[src/hdl/blse_pkg.sv]
// types and constants shared by the statement evaluator
package blse_pkg;

  localparam logic [2:0] ST_ASSIGN = 3'd0;
  localparam logic [2:0] ST_JUMP   = 3'd1;
  localparam logic [2:0] ST_NOJUMP = 3'd2;
  localparam logic [2:0] ST_PIN    = 3'd3;
  localparam logic [2:0] ST_ERROR  = 3'd4;

  localparam logic [1:0] OP_AND = 2'd0;
  localparam logic [1:0] OP_OR  = 2'd1;
  localparam logic [1:0] OP_XOR = 2'd2;

  localparam logic [1:0] DS_I = 2'd0;
  localparam logic [1:0] DS_O = 2'd1;
  localparam logic [1:0] DS_M = 2'd2;
  localparam logic [1:0] DS_T = 2'd3;

  localparam logic [15:0] MAX_TARGET = 16'd32767;
  localparam logic [15:0] MAX_PIN    = 16'd255;
  localparam logic [15:0] MAX_BIT    = 16'd7;
  localparam logic [15:0] MAX_CONST  = 16'd1;
  localparam logic [19:0] NUM_SAT    = 20'd65535;
  localparam logic [7:0]  PIN_RESET  = 8'd251;

  localparam logic [31:0] KW_GOTO = "GOTO";
  localparam logic [31:0] KW_NAND = "NAND";
  localparam logic [31:0] KW_XNOR = "XNOR";
  localparam logic [23:0] KW_PIN  = "PIN";
  localparam logic [23:0] KW_NOT  = "NOT";
  localparam logic [23:0] KW_AND  = "AND";
  localparam logic [23:0] KW_XOR  = "XOR";
  localparam logic [23:0] KW_NOR  = "NOR";
  localparam logic [15:0] KW_OR   = "OR";
  localparam logic [7:0]  CH_I    = "I";
  localparam logic [7:0]  CH_O    = "O";
  localparam logic [7:0]  CH_M    = "M";
  localparam logic [7:0]  CH_T    = "T";
  localparam logic [7:0]  CH_EQ   = "=";
  localparam logic [7:0]  CH_SP   = 8'd32;
  localparam logic [7:0]  CH_TAB  = 8'd9;
  localparam logic [7:0]  CH_CR   = 8'd13;
  localparam logic [7:0]  CH_NUL  = 8'd0;
  localparam logic [7:0]  CH_0    = "0";
  localparam logic [7:0]  CH_9    = "9";
  localparam logic [7:0]  CH_A    = "A";
  localparam logic [7:0]  CH_Z    = "Z";
  localparam logic [7:0]  CH_LA   = "a";
  localparam logic [7:0]  CH_LZ   = "z";
  localparam logic [7:0]  CASE_GAP = 8'd32;
  localparam logic [2:0]  WLEN_LONG = 3'd5;

  typedef enum logic [4:0] {
    E_HEAD, E_GNUM, E_GCOND, E_GBIT, E_GEND, E_PNUM, E_PEND, E_ABIT, E_EQ,
    E_EXPR, E_TERM, E_PTERM, E_FACT, E_FNUM, E_CNUM, E_OP, E_ERR
  } exp_t;

  typedef enum logic [1:0] {TK_NONE, TK_WORD, TK_NUM} tok_t;

  typedef enum logic [3:0] {
    W_OTHER, W_GOTO, W_PIN, W_NOT, W_AND, W_OR, W_XOR, W_NAND, W_NOR, W_XNOR,
    W_I, W_O, W_M, W_T
  } word_t;

  typedef struct packed {
    exp_t        exp;
    tok_t        tok;
    logic [31:0] word;
    logic [2:0]  wlen;
    logic [15:0] num;
    logic [14:0] target;
    logic        pre;
    logic [1:0]  op;
    logic        inv;
    logic        neg;
    logic        first;
    logic        acc;
    logic [1:0]  desig;
    logic [2:0]  abit;
    logic        to_out;
  } pst_t;

  localparam pst_t PST_RESET = '{exp: E_HEAD, tok: TK_NONE, default: '0};

  typedef struct packed {
    logic [7:0]  pin_address;
    logic [7:0]  mem_bits;
    logic [7:0]  out_bits;
    logic [14:0] jump_line;
    logic [2:0]  status;
  } res_t;

endpackage

[src/hdl/bit_logic_statement_evaluator_top.sv]
// statement evaluator: character parser, bit state and result buffer
//
// channel   dir  tdata (low bit up)                          tlast
// s_axis    in   text_char[7:0] in_port[15:8] tick_byte[23:16] last_char
// m_axis    out  status[2:0] jump_line[17:3] out_bits[25:18]  -
//                mem_bits[33:26] pin_address[41:34]
//
// one word per clock while s_axis_tready is high; each accepted character updates the parser state
// the final character of a statement also closes it and writes the result
// a two-entry result buffer keeps input flowing while a result waits
// s_axis_tready drops only when both result entries are full
// synchronous reset clears parser, bits (pin address 251) and buffer
module bit_logic_statement_evaluator_top #(
  parameter int STMT_CHARS = 50
) (
  input  logic        clk,
  input  logic        rst,
  input  logic        s_axis_tvalid,
  output logic        s_axis_tready,
  input  logic [23:0] s_axis_tdata,  // text_char, in_port, tick_byte
  input  logic        s_axis_tlast,  // last_char
  output logic        m_axis_tvalid,
  input  logic        m_axis_tready,
  output logic [47:0] m_axis_tdata   // status, jump_line, out_bits, mem_bits, pin_address
);

  localparam int CNT_W = $clog2(STMT_CHARS);
  localparam logic [CNT_W-1:0] CNT_MAX = CNT_W'(STMT_CHARS - 1);

  blse_pkg::pst_t pst, p1, p2;
  logic [7:0]  latch, mem, pin;
  logic [15:0] captured;
  logic [CNT_W-1:0] char_count;
  logic        ended;
  logic        mid_stmt;

  logic        out_valid, spare_valid;
  blse_pkg::res_t out_res, spare_res, res;

  logic        accept, push, pop, first, keep;
  logic [7:0]  c, uc;
  logic [15:0] cap;
  logic [3:0][7:0] srcs;
  logic [CNT_W-1:0] count_eff;
  logic        ended_eff;
  logic [7:0]  latch_next, mem_next, pin_next;
  logic        val_bit;

  function automatic logic is_letter(input logic [7:0] ch);
    return ch >= blse_pkg::CH_A && ch <= blse_pkg::CH_Z;
  endfunction

  function automatic logic is_digit(input logic [7:0] ch);
    return ch >= blse_pkg::CH_0 && ch <= blse_pkg::CH_9;
  endfunction

  function automatic logic is_ws(input logic [7:0] ch);
    return ch == blse_pkg::CH_SP || (ch >= blse_pkg::CH_TAB && ch <= blse_pkg::CH_CR);
  endfunction

  function automatic blse_pkg::word_t classify(input logic [31:0] w, input logic [2:0] n);
    blse_pkg::word_t r;
    r = blse_pkg::W_OTHER;
    case (n)
      3'd1: begin
        if (w[7:0] == blse_pkg::CH_I) r = blse_pkg::W_I;
        else if (w[7:0] == blse_pkg::CH_O) r = blse_pkg::W_O;
        else if (w[7:0] == blse_pkg::CH_M) r = blse_pkg::W_M;
        else if (w[7:0] == blse_pkg::CH_T) r = blse_pkg::W_T;
      end
      3'd2: begin
        if (w[15:0] == blse_pkg::KW_OR) r = blse_pkg::W_OR;
      end
      3'd3: begin
        if (w[23:0] == blse_pkg::KW_PIN) r = blse_pkg::W_PIN;
        else if (w[23:0] == blse_pkg::KW_NOT) r = blse_pkg::W_NOT;
        else if (w[23:0] == blse_pkg::KW_AND) r = blse_pkg::W_AND;
        else if (w[23:0] == blse_pkg::KW_XOR) r = blse_pkg::W_XOR;
        else if (w[23:0] == blse_pkg::KW_NOR) r = blse_pkg::W_NOR;
      end
      3'd4: begin
        if (w == blse_pkg::KW_GOTO) r = blse_pkg::W_GOTO;
        else if (w == blse_pkg::KW_NAND) r = blse_pkg::W_NAND;
        else if (w == blse_pkg::KW_XNOR) r = blse_pkg::W_XNOR;
      end
      default: r = blse_pkg::W_OTHER;
    endcase
    return r;
  endfunction

  function automatic logic combine(input logic [1:0] op, input logic a, input logic b);
    logic r;
    case (op)
      blse_pkg::OP_AND: r = a & b;
      blse_pkg::OP_OR:  r = a | b;
      default:          r = a ^ b;
    endcase
    return r;
  endfunction

  function automatic blse_pkg::pst_t apply_term(input blse_pkg::pst_t p, input logic v);
    blse_pkg::pst_t r;
    logic t;
    r = p;
    t = v ^ p.neg;
    r.neg = 1'b0;
    r.first = 1'b0;
    r.acc = p.first ? t : combine(p.op, p.acc, t);
    if (!p.pre) r.exp = blse_pkg::E_OP;
    else if (p.first) r.exp = blse_pkg::E_TERM;
    else r.exp = blse_pkg::E_PTERM;
    return r;
  endfunction

  function automatic blse_pkg::pst_t close_tok(input blse_pkg::pst_t p, input logic dig,
                                               input logic [3:0][7:0] sv);
    blse_pkg::pst_t r;
    blse_pkg::word_t wc;
    logic kw, isd;
    logic [1:0] dc;
    logic [7:0] src;
    r = p;
    r.tok = blse_pkg::TK_NONE;
    wc = classify(p.word, p.wlen);
    kw = !dig;
    isd = wc == blse_pkg::W_I || wc == blse_pkg::W_O || wc == blse_pkg::W_M ||
          wc == blse_pkg::W_T;
    case (wc)
      blse_pkg::W_O: dc = blse_pkg::DS_O;
      blse_pkg::W_M: dc = blse_pkg::DS_M;
      blse_pkg::W_T: dc = blse_pkg::DS_T;
      default:       dc = blse_pkg::DS_I;
    endcase
    src = sv[p.desig];
    if (p.tok == blse_pkg::TK_NUM) begin
      unique case (p.exp)
        blse_pkg::E_GNUM: begin
          if (p.num > blse_pkg::MAX_TARGET) r.exp = blse_pkg::E_ERR;
          else begin
            r.target = p.num[14:0];
            r.exp = blse_pkg::E_GCOND;
          end
        end
        blse_pkg::E_GBIT: begin
          if (p.num > blse_pkg::MAX_BIT) r.exp = blse_pkg::E_ERR;
          else begin
            r.acc = src[p.num[2:0]];
            r.exp = blse_pkg::E_GEND;
          end
        end
        blse_pkg::E_PNUM: begin
          if (p.num > blse_pkg::MAX_PIN) r.exp = blse_pkg::E_ERR;
          else begin
            r.target = {7'd0, p.num[7:0]};
            r.exp = blse_pkg::E_PEND;
          end
        end
        blse_pkg::E_ABIT: begin
          if (p.num > blse_pkg::MAX_BIT) r.exp = blse_pkg::E_ERR;
          else begin
            r.abit = p.num[2:0];
            r.exp = blse_pkg::E_EQ;
          end
        end
        blse_pkg::E_FNUM: begin
          if (p.num > blse_pkg::MAX_BIT) r.exp = blse_pkg::E_ERR;
          else r = apply_term(r, src[p.num[2:0]]);
        end
        blse_pkg::E_CNUM: begin
          if (p.num > blse_pkg::MAX_CONST) r.exp = blse_pkg::E_ERR;
          else r = apply_term(r, p.num[0]);
        end
        default: r.exp = blse_pkg::E_ERR;
      endcase
    end else if (p.tok == blse_pkg::TK_WORD) begin
      unique case (p.exp) inside
        blse_pkg::E_HEAD: begin
          if (kw && wc == blse_pkg::W_GOTO) r.exp = blse_pkg::E_GNUM;
          else if (kw && wc == blse_pkg::W_PIN) r.exp = blse_pkg::E_PNUM;
          else if (wc == blse_pkg::W_O || wc == blse_pkg::W_M) begin
            r.to_out = wc == blse_pkg::W_O;
            r.exp = blse_pkg::E_ABIT;
          end else r.exp = blse_pkg::E_ERR;
        end
        blse_pkg::E_GCOND, blse_pkg::E_FACT: begin
          if (isd) begin
            r.desig = dc;
            r.exp = (p.exp == blse_pkg::E_GCOND) ? blse_pkg::E_GBIT : blse_pkg::E_FNUM;
          end else r.exp = blse_pkg::E_ERR;
        end
        blse_pkg::E_EXPR, blse_pkg::E_TERM, blse_pkg::E_PTERM: begin
          if (kw && p.exp == blse_pkg::E_EXPR &&
              (wc == blse_pkg::W_AND || wc == blse_pkg::W_OR || wc == blse_pkg::W_XOR ||
               wc == blse_pkg::W_NAND || wc == blse_pkg::W_NOR || wc == blse_pkg::W_XNOR)) begin
            r.pre = 1'b1;
            r.inv = wc == blse_pkg::W_NAND || wc == blse_pkg::W_NOR || wc == blse_pkg::W_XNOR;
            if (wc == blse_pkg::W_AND || wc == blse_pkg::W_NAND) r.op = blse_pkg::OP_AND;
            else if (wc == blse_pkg::W_OR || wc == blse_pkg::W_NOR) r.op = blse_pkg::OP_OR;
            else r.op = blse_pkg::OP_XOR;
            r.exp = blse_pkg::E_TERM;
          end else if (kw && wc == blse_pkg::W_NOT) begin
            r.neg = 1'b1;
            r.exp = blse_pkg::E_FACT;
          end else if (isd) begin
            r.desig = dc;
            r.exp = blse_pkg::E_FNUM;
          end else r.exp = blse_pkg::E_ERR;
        end
        blse_pkg::E_OP: begin
          if (kw && (wc == blse_pkg::W_AND || wc == blse_pkg::W_OR || wc == blse_pkg::W_XOR)) begin
            if (wc == blse_pkg::W_AND) r.op = blse_pkg::OP_AND;
            else if (wc == blse_pkg::W_OR) r.op = blse_pkg::OP_OR;
            else r.op = blse_pkg::OP_XOR;
            r.exp = blse_pkg::E_TERM;
          end else r.exp = blse_pkg::E_ERR;
        end
        default: r.exp = blse_pkg::E_ERR;
      endcase
    end
    return r;
  endfunction

  function automatic blse_pkg::pst_t step_char(input blse_pkg::pst_t p, input logic [7:0] ch,
                                               input logic [3:0][7:0] sv);
    blse_pkg::pst_t r;
    logic [19:0] m;
    logic lt, dg;
    r = p;
    lt = is_letter(ch);
    dg = is_digit(ch);
    m = ({4'd0, p.num} << 3) + ({4'd0, p.num} << 1) + {16'd0, ch[3:0]};
    if (p.exp == blse_pkg::E_ERR) begin
      r = p;
    end else if (p.tok == blse_pkg::TK_WORD && lt) begin
      r.word = {p.word[23:0], ch};
      if (p.wlen != blse_pkg::WLEN_LONG) r.wlen = p.wlen + 3'd1;
    end else if (p.tok == blse_pkg::TK_NUM && dg) begin
      r.num = (m > blse_pkg::NUM_SAT) ? 16'hFFFF : m[15:0];
    end else begin
      if (p.tok != blse_pkg::TK_NONE) r = close_tok(p, dg, sv);
      if (r.exp != blse_pkg::E_ERR && !is_ws(ch)) begin
        if (lt) begin
          case (r.exp) inside
            blse_pkg::E_HEAD, blse_pkg::E_GCOND, blse_pkg::E_EXPR, blse_pkg::E_TERM,
            blse_pkg::E_PTERM, blse_pkg::E_FACT, blse_pkg::E_OP: begin
              r.tok = blse_pkg::TK_WORD;
              r.word = {24'd0, ch};
              r.wlen = 3'd1;
            end
            default: r.exp = blse_pkg::E_ERR;
          endcase
        end else if (dg) begin
          case (r.exp) inside
            blse_pkg::E_GNUM, blse_pkg::E_GBIT, blse_pkg::E_PNUM, blse_pkg::E_ABIT,
            blse_pkg::E_FNUM: begin
              r.tok = blse_pkg::TK_NUM;
              r.num = {12'd0, ch[3:0]};
            end
            blse_pkg::E_EXPR, blse_pkg::E_TERM, blse_pkg::E_PTERM, blse_pkg::E_FACT: begin
              r.exp = blse_pkg::E_CNUM;
              r.tok = blse_pkg::TK_NUM;
              r.num = {12'd0, ch[3:0]};
            end
            default: r.exp = blse_pkg::E_ERR;
          endcase
        end else if (ch == blse_pkg::CH_EQ && r.exp == blse_pkg::E_EQ) begin
          r.exp = blse_pkg::E_EXPR;
          r.pre = 1'b0;
          r.first = 1'b1;
          r.neg = 1'b0;
        end else begin
          r.exp = blse_pkg::E_ERR;
        end
      end
    end
    return r;
  endfunction

  assign accept = s_axis_tvalid && s_axis_tready;
  assign push = accept && s_axis_tlast;
  assign pop = out_valid && m_axis_tready;
  assign s_axis_tready = !spare_valid;
  assign m_axis_tvalid = out_valid;
  assign m_axis_tdata = {6'd0, out_res};

  // character capture and parser next state
  always_comb begin
    first = !mid_stmt;
    c = s_axis_tdata[7:0];
    uc = (c >= blse_pkg::CH_LA && c <= blse_pkg::CH_LZ) ? c - blse_pkg::CASE_GAP : c;
    cap = first ? s_axis_tdata[23:8] : captured;
    srcs = {cap[15:8], mem, latch, cap[7:0]};
    count_eff = first ? '0 : char_count;
    ended_eff = first ? 1'b0 : ended;
    keep = c != blse_pkg::CH_NUL && !ended_eff && count_eff != CNT_MAX;
    p1 = keep ? step_char(pst, uc, srcs) : pst;
    p2 = (p1.tok != blse_pkg::TK_NONE && p1.exp != blse_pkg::E_ERR) ?
         close_tok(p1, 1'b0, srcs) : p1;
  end

  // statement result
  always_comb begin
    res.status = blse_pkg::ST_ERROR;
    res.jump_line = '0;
    latch_next = latch;
    mem_next = mem;
    pin_next = pin;
    val_bit = (p2.exp == blse_pkg::E_PTERM) ? (p2.acc ^ p2.inv) : p2.acc;
    unique case (p2.exp) inside
      blse_pkg::E_GCOND: begin
        res.status = blse_pkg::ST_JUMP;
        res.jump_line = p2.target;
      end
      blse_pkg::E_GEND: begin
        res.status = p2.acc ? blse_pkg::ST_JUMP : blse_pkg::ST_NOJUMP;
        res.jump_line = p2.acc ? p2.target : '0;
      end
      blse_pkg::E_PEND: begin
        res.status = blse_pkg::ST_PIN;
        pin_next = p2.target[7:0];
      end
      blse_pkg::E_OP, blse_pkg::E_PTERM: begin
        res.status = blse_pkg::ST_ASSIGN;
        if (p2.to_out) latch_next[p2.abit] = val_bit;
        else mem_next[p2.abit] = val_bit;
      end
      default: res.status = blse_pkg::ST_ERROR;
    endcase
    res.out_bits = latch_next;
    res.mem_bits = mem_next;
    res.pin_address = pin_next;
  end

  always_ff @(posedge clk) begin
    if (rst) begin
      pst <= blse_pkg::PST_RESET;
      latch <= '0;
      mem <= '0;
      pin <= blse_pkg::PIN_RESET;
      captured <= '0;
      char_count <= '0;
      ended <= 1'b0;
      mid_stmt <= 1'b0;
    end else if (accept) begin
      captured <= cap;
      char_count <= (keep) ? count_eff + 1'b1 : count_eff;
      ended <= ended_eff || c == blse_pkg::CH_NUL;
      if (s_axis_tlast) begin
        pst <= blse_pkg::PST_RESET;
        mid_stmt <= 1'b0;
        latch <= latch_next;
        mem <= mem_next;
        pin <= pin_next;
      end else begin
        pst <= p1;
        mid_stmt <= 1'b1;
      end
    end
  end

  always_ff @(posedge clk) begin
    if (rst) begin
      out_valid <= 1'b0;
      spare_valid <= 1'b0;
    end else if (spare_valid) begin
      if (pop) spare_valid <= 1'b0;
    end else if (push) begin
      if (out_valid && !pop) spare_valid <= 1'b1;
      else out_valid <= 1'b1;
    end else if (pop) begin
      out_valid <= 1'b0;
    end
  end

  always_ff @(posedge clk) begin
    if (spare_valid) begin
      if (pop) out_res <= spare_res;
    end else if (push) begin
      if (out_valid && !pop) spare_res <= res;
      else out_res <= res;
    end
  end

`ifndef SYNTH
  a_spare_behind_out: assert property (@(posedge clk) disable iff (rst)
    spare_valid |-> out_valid)
    else $error("spare word held with empty output");

  a_status_range: assert property (@(posedge clk) disable iff (rst)
    out_valid |-> (out_res.status <= blse_pkg::ST_ERROR))
    else $error("status code out of range");

  a_jump_only_taken: assert property (@(posedge clk) disable iff (rst)
    (out_valid && out_res.status != blse_pkg::ST_JUMP) |-> (out_res.jump_line == '0))
    else $error("jump line set without jump");

  a_head_after_last: assert property (@(posedge clk) disable iff (rst)
    push |=> (pst.exp == blse_pkg::E_HEAD && !mid_stmt))
    else $error("parser not back at statement start");

  a_count_limit: assert property (@(posedge clk) disable iff (rst)
    char_count <= CNT_MAX)
    else $error("character count past limit");
`endif

endmodule
[config.mk]
export PLATFORM = sky130hd
export DESIGN_NAME = bit_logic_statement_evaluator_top
export DESIGN_NICKNAME = d
export VERILOG_FILES = /design/src/hdl/blse_pkg.sv /design/src/hdl/bit_logic_statement_evaluator_top.sv
export SDC_FILE = /design/constraint.sdc
export NUM_CORES = 1
export LEC_CHECK = 0
export BUFFER_PORTS_ARGS = -buffer_cell sky130_fd_sc_hd__buf_2
export CAP_MARGIN = 20
export CORE_MARGIN = 1.5
export CORE_UTILIZATION = 60
export CTS_BUF_LIST = sky130_fd_sc_hd__clkbuf_8
export DETAILED_ROUTE_END_ITERATION = 10
export PLACE_DENSITY = 0.79
export SLEW_MARGIN = 0
export SYNTH_ARGS = -nofsm -noshare
export SYNTH_HDL_FRONTEND = slang
export SYNTH_SLANG_ARGS = --single-unit
[constraint.sdc]
create_clock -name clk -period 11.71 [get_ports clk]
set_input_delay 1.171 -clock clk [delete_from_list [all_inputs] [get_ports clk]]
set_output_delay 1.171 -clock clk [all_outputs]
set_load 0.02 [all_outputs]
==> summary.md <==
| Metric | Value |
|---|---|
| Status | `completed` |
| DRT Pass-1 Iters | `7` |
| Count of endpoints failing setup in the final report | `0` |
| Most area-consuming cells after synthesis | `sky130_fd_sc_hd__dfxtp_1, sky130_fd_sc_hd__edfxtp_1, sky130_fd_sc_hd__nor2_1, sky130_fd_sc_hd__nand2_1, sky130_fd_sc_hd__a22oi_1` |
| Fraction of power consumed by combinational cells | `8.8%` |
| Total Routed Length | `about 55000 um` |
| Worst slack on hold paths | `0.452 ns` |
| Number of max-slew violations in the final report | `0` |
| Headroom to the max-slew limit | `approximately 29%` |
| Number of hold buffers added after cts | `0` |
| First-iteration detailed-routing DRC count | `2238` |
| Average routed wire per standard cell | `about 22 um` |
| Register-to-Register Setup Slack | `3.14 ns` |
| # fillers | `2381` |
| GR Util All Layers | `a little under two fifths` |
| Switching component of the power | `0.453 mW` |
| Setup Crit Path Kind | `register to register` |
| Combined flip-flop and latch cell area | `approximately 5200 um^2` |
| Warnings from Yosys | `0` |
| Clock network fraction of total power | `between 40% and 50%` |
| Fin crit period | `roughly 8.6 ns` |
| Via count of the first global-routing pass | `about 16000` |
| Post-synth EDFFs | `between 80 and 90` |
| Chip Height | `170 um` |
| Critical path required time | `12.00 ns` |
| Die outline area | `29000 um^2` |
| Clock latency of the later-clocked register in the worst-skew pair | `0.58 ns` |
| Worst R2R Path Depth | `22` |
| Placer congestion estimate | `0.989` |
| Number of max-capacitance violations reported | `0` |
| Worst Hold Class | `register to register` |
| Grt total ovfl | `0` |
| Post-Layout Cell Count | `roughly 2500` |
| Number of design rule violations left after detail routing | `0` |
| Number of cells in the design after placement | `2434` |
| Slew at the pin closest to its max-slew limit | `1.06 ns` |
| Synth Register Bits | `220` |
| Effective utilization at floorplan | `60.7%` |
| Sequential cell area fraction in the yosys report | `31.3%` |
| Final nets | `2178` |
| Antenna violations before repair | `0` |
| Fraction of post-synthesis cell area in the top cell type by area | `around 16%` |
| Placed wire-length estimate after detailed placement | `40100 um` |
| TritonCTS clock tree | `yes` |
| Clock sink count | `220` |
| Pin count of the biggest net entering global routing | `between 50 and 60` |
| Fraction of power consumed by sequential logic | `between 40% and 50%` |
| CTS clock-pin slew for the worst setup and hold paths | `0.06 ns` |
| Post-Route Skew | `approximately 0.04 ns` |
| Nature of the critical path startpoint | `register` |
| Via Count | `17200` |
| Cell variety after synth | `115` |
| Area of the core | `roughly 28000 um^2` |
| Wire length of the first global-routing pass | `around 86000 um` |
| Clock Root Buffer | `sky130_fd_sc_hd__clkbuf_8` |
| Width of the die | `170 um` |
| Ratio of cells with drive above 1 in the final layout | `11.7%` |
| Final critical-path share of the clock period | `73.2%` |
| Leakage component of the power | `6.55 nW` |
| Hold-critical path depth | `2` |
| Maximum vdd drop | `0.144 mV` |
| Number of buffers added on ports | `72` |
| Cells after synthesis | `2093` |
| Final count of hold timing violations | `0` |
| Critical-path maximum fanout | `13` |
| Growth of design area from synthesis to finish | `7.89%` |
| Row count | `between 60 and 70` |
| IO Count | `79` |
| Leading post-synthesis cells by instance count | `sky130_fd_sc_hd__nor2_1, sky130_fd_sc_hd__nand2_1, sky130_fd_sc_hd__dfxtp_1, sky130_fd_sc_hd__o21ai_0, sky130_fd_sc_hd__clkbuf_1` |
| Number of antenna cells inserted | `0` |
| Remaining antenna violation count after routing | `0` |
| Cts repair resizes | `0` |
| Pint | `1.26 mW` |
| Cell area after synthesis | `16800 um^2` |
| Ys flop type | `sky130_fd_sc_hd__dfxtp_1` |
| Maximum number of buffers from clock root to sink | `3` |
| Setup repair after global routing missed its margin | `false` |
| Htree depth | `2` |
| Power density over the cells | `94.4 nW/um^2` |
| Dominant cell by count in the synthesized netlist | `sky130_fd_sc_hd__nor2_1` |
| Number of buffers inserted to repair setup after CTS | `0` |
| Switch share | `26.5%` |
| Cts bufs inserted | `40` |
| Post-Route Setup TNS | `0 ns` |
| Cell type contributing the most total cell area after synthesis | `sky130_fd_sc_hd__dfxtp_1` |
| Fraction of synthesis flops using an asynchronous set or reset pin | `0%` |
| Vias per cell | `just under 7` |
| Peak Freq | `117 MHz` |
| Total area of multi-input combinational cells | `10800 um^2` |
| Crit path DAT | `slightly below 9 ns` |
| Mean instance size in the synthesized netlist | `~8.0 um^2` |
| Category of the worst setup path capture point | `register` |
cells by family (layout without fill, tap and decap cells):
kind of cell | Yosys count | count (layout) | share of synthesized area, %
other | 1 | 6 | 0.0224
adders and majority gates | 49 | 49 | 3.74
AOI/OAI and AO/OA | 658 | 658 | 27.5
buffers and inverters | 195 | 225 | 4.83
and+or+nand+nor | 873 | 873 | 26.4
xor gates and xnor gates | 19 | 19 | 0.992
muxes | 78 | 78 | 5.24
DFF | 220 | 220 | 31.3
worst max-delay path, stage by stage, from the launching register on:
cell                        delay, ns
sky130_fd_sc_hd__dfxtp_1         0.57
sky130_fd_sc_hd__inv_1           0.22
sky130_fd_sc_hd__ha_1            0.28
sky130_fd_sc_hd__and4b_1         0.28
sky130_fd_sc_hd__nand3_1         0.14
sky130_fd_sc_hd__nor3_1          0.09
sky130_fd_sc_hd__a211oi_1        0.67
sky130_fd_sc_hd__nand4b_1        0.30
sky130_fd_sc_hd__o31a_2          0.46
sky130_fd_sc_hd__nand3_1         0.13
sky130_fd_sc_hd__a31oi_1         0.24
sky130_fd_sc_hd__nor3_2          0.83
sky130_fd_sc_hd__nand4_2         0.39
sky130_fd_sc_hd__nand2_1         0.52
sky130_fd_sc_hd__a311o_1         0.44
sky130_fd_sc_hd__a211oi_1        0.07
sky130_fd_sc_hd__a2111oi_0       0.54
sky130_fd_sc_hd__a21oi_1         0.16
sky130_fd_sc_hd__o32ai_4         0.40
sky130_fd_sc_hd__o22a_1          0.34
sky130_fd_sc_hd__o211ai_1        0.39
sky130_fd_sc_hd__o41ai_1         0.64
sky130_fd_sc_hd__a31oi_1         0.17
per-layer routing:
metal  wire length (um)  GRT usage, %  part of all wire [%]  vias up
li1                   -             -                     -     7953
met1              22100          48.6                    40     8125
met2              24800          59.2                    45      939
met3               4980          6.05                   9.1      206
met4               2910          19.2                   5.3        0
met5                  0             0                     0        -
metrics by stage:
| stage | utilization [%] | instance area (um^2) | setup WS (ns) | power (mW) |
|---|---|---|---|---|
| detailed placement | 62.5 | 17300 | 2.56 | 0.975 |
| floorplan | - | 16800 | 4.35 | 0.928 |
| global route | 65.5 | 18100 | 2.65 | 1.76 |
| finish | 65.5 | 18100 | 3.14 | 1.71 |
| global placement | 62.5 | 17300 | 2.91 | 0.973 |
| CTS | 65.4 | 18100 | 3.08 | 1.71 |
power by group through the flow:
stage	Combinational, mW	Sequential, mW	Clock, mW
after global routing	0.161	0.814	0.784
after detailed placement	0.146	0.829	0
final	0.150	0.813	0.746
after CTS	0.147	0.813	0.754
after floorplan	0.0972	0.831	0
after global placement	0.145	0.828	0
layout by cell type (no fill, tap or decap), drive strengths merged, types with 68 or more instances in the layout:
cell | Yosys | final
a21oi | 100 | 100
dfxtp | 136 | 136
inv | 55 | 68
nand2 | 236 | 236
o21ai | 135 | 135
nor2 | 254 | 254
a22oi | 92 | 92
nand3 | 68 | 68
buf | 36 | 99
edfxtp | 84 | 84
state kept, by name, indices dropped and copies added, names as in the netlist:
signal and count:
captured 16, char_count 6, ended 1, latch 8
m_axis_tdata 42, m_axis_tvalid 1, mem 8, mid_stmt 1
pin 8, pst 86, spare_res 42, spare_valid 1
final timing paths:
kind	start	endpoint
worst max-delay path	pst[44]	m_axis_tdata[30]
worst min register to register	captured[4]	captured[4]
worst max register to register	pst[44]	m_axis_tdata[30]
worst min-delay path	captured[4]	captured[4]
cell type report:
class / count / area share [%]
Tap cell: 378 / 2.61
Clock buffer: 50 / 3.80
Inverter: 56 / 1.16
Clock inverter: 20 / 0.719
Sequential cell: 220 / 29.0
Multi-Input combinational cell: 1683 / 59.6
Timing Repair Buffer: 99 / 3.17
(Power assumes the default switching activity.)
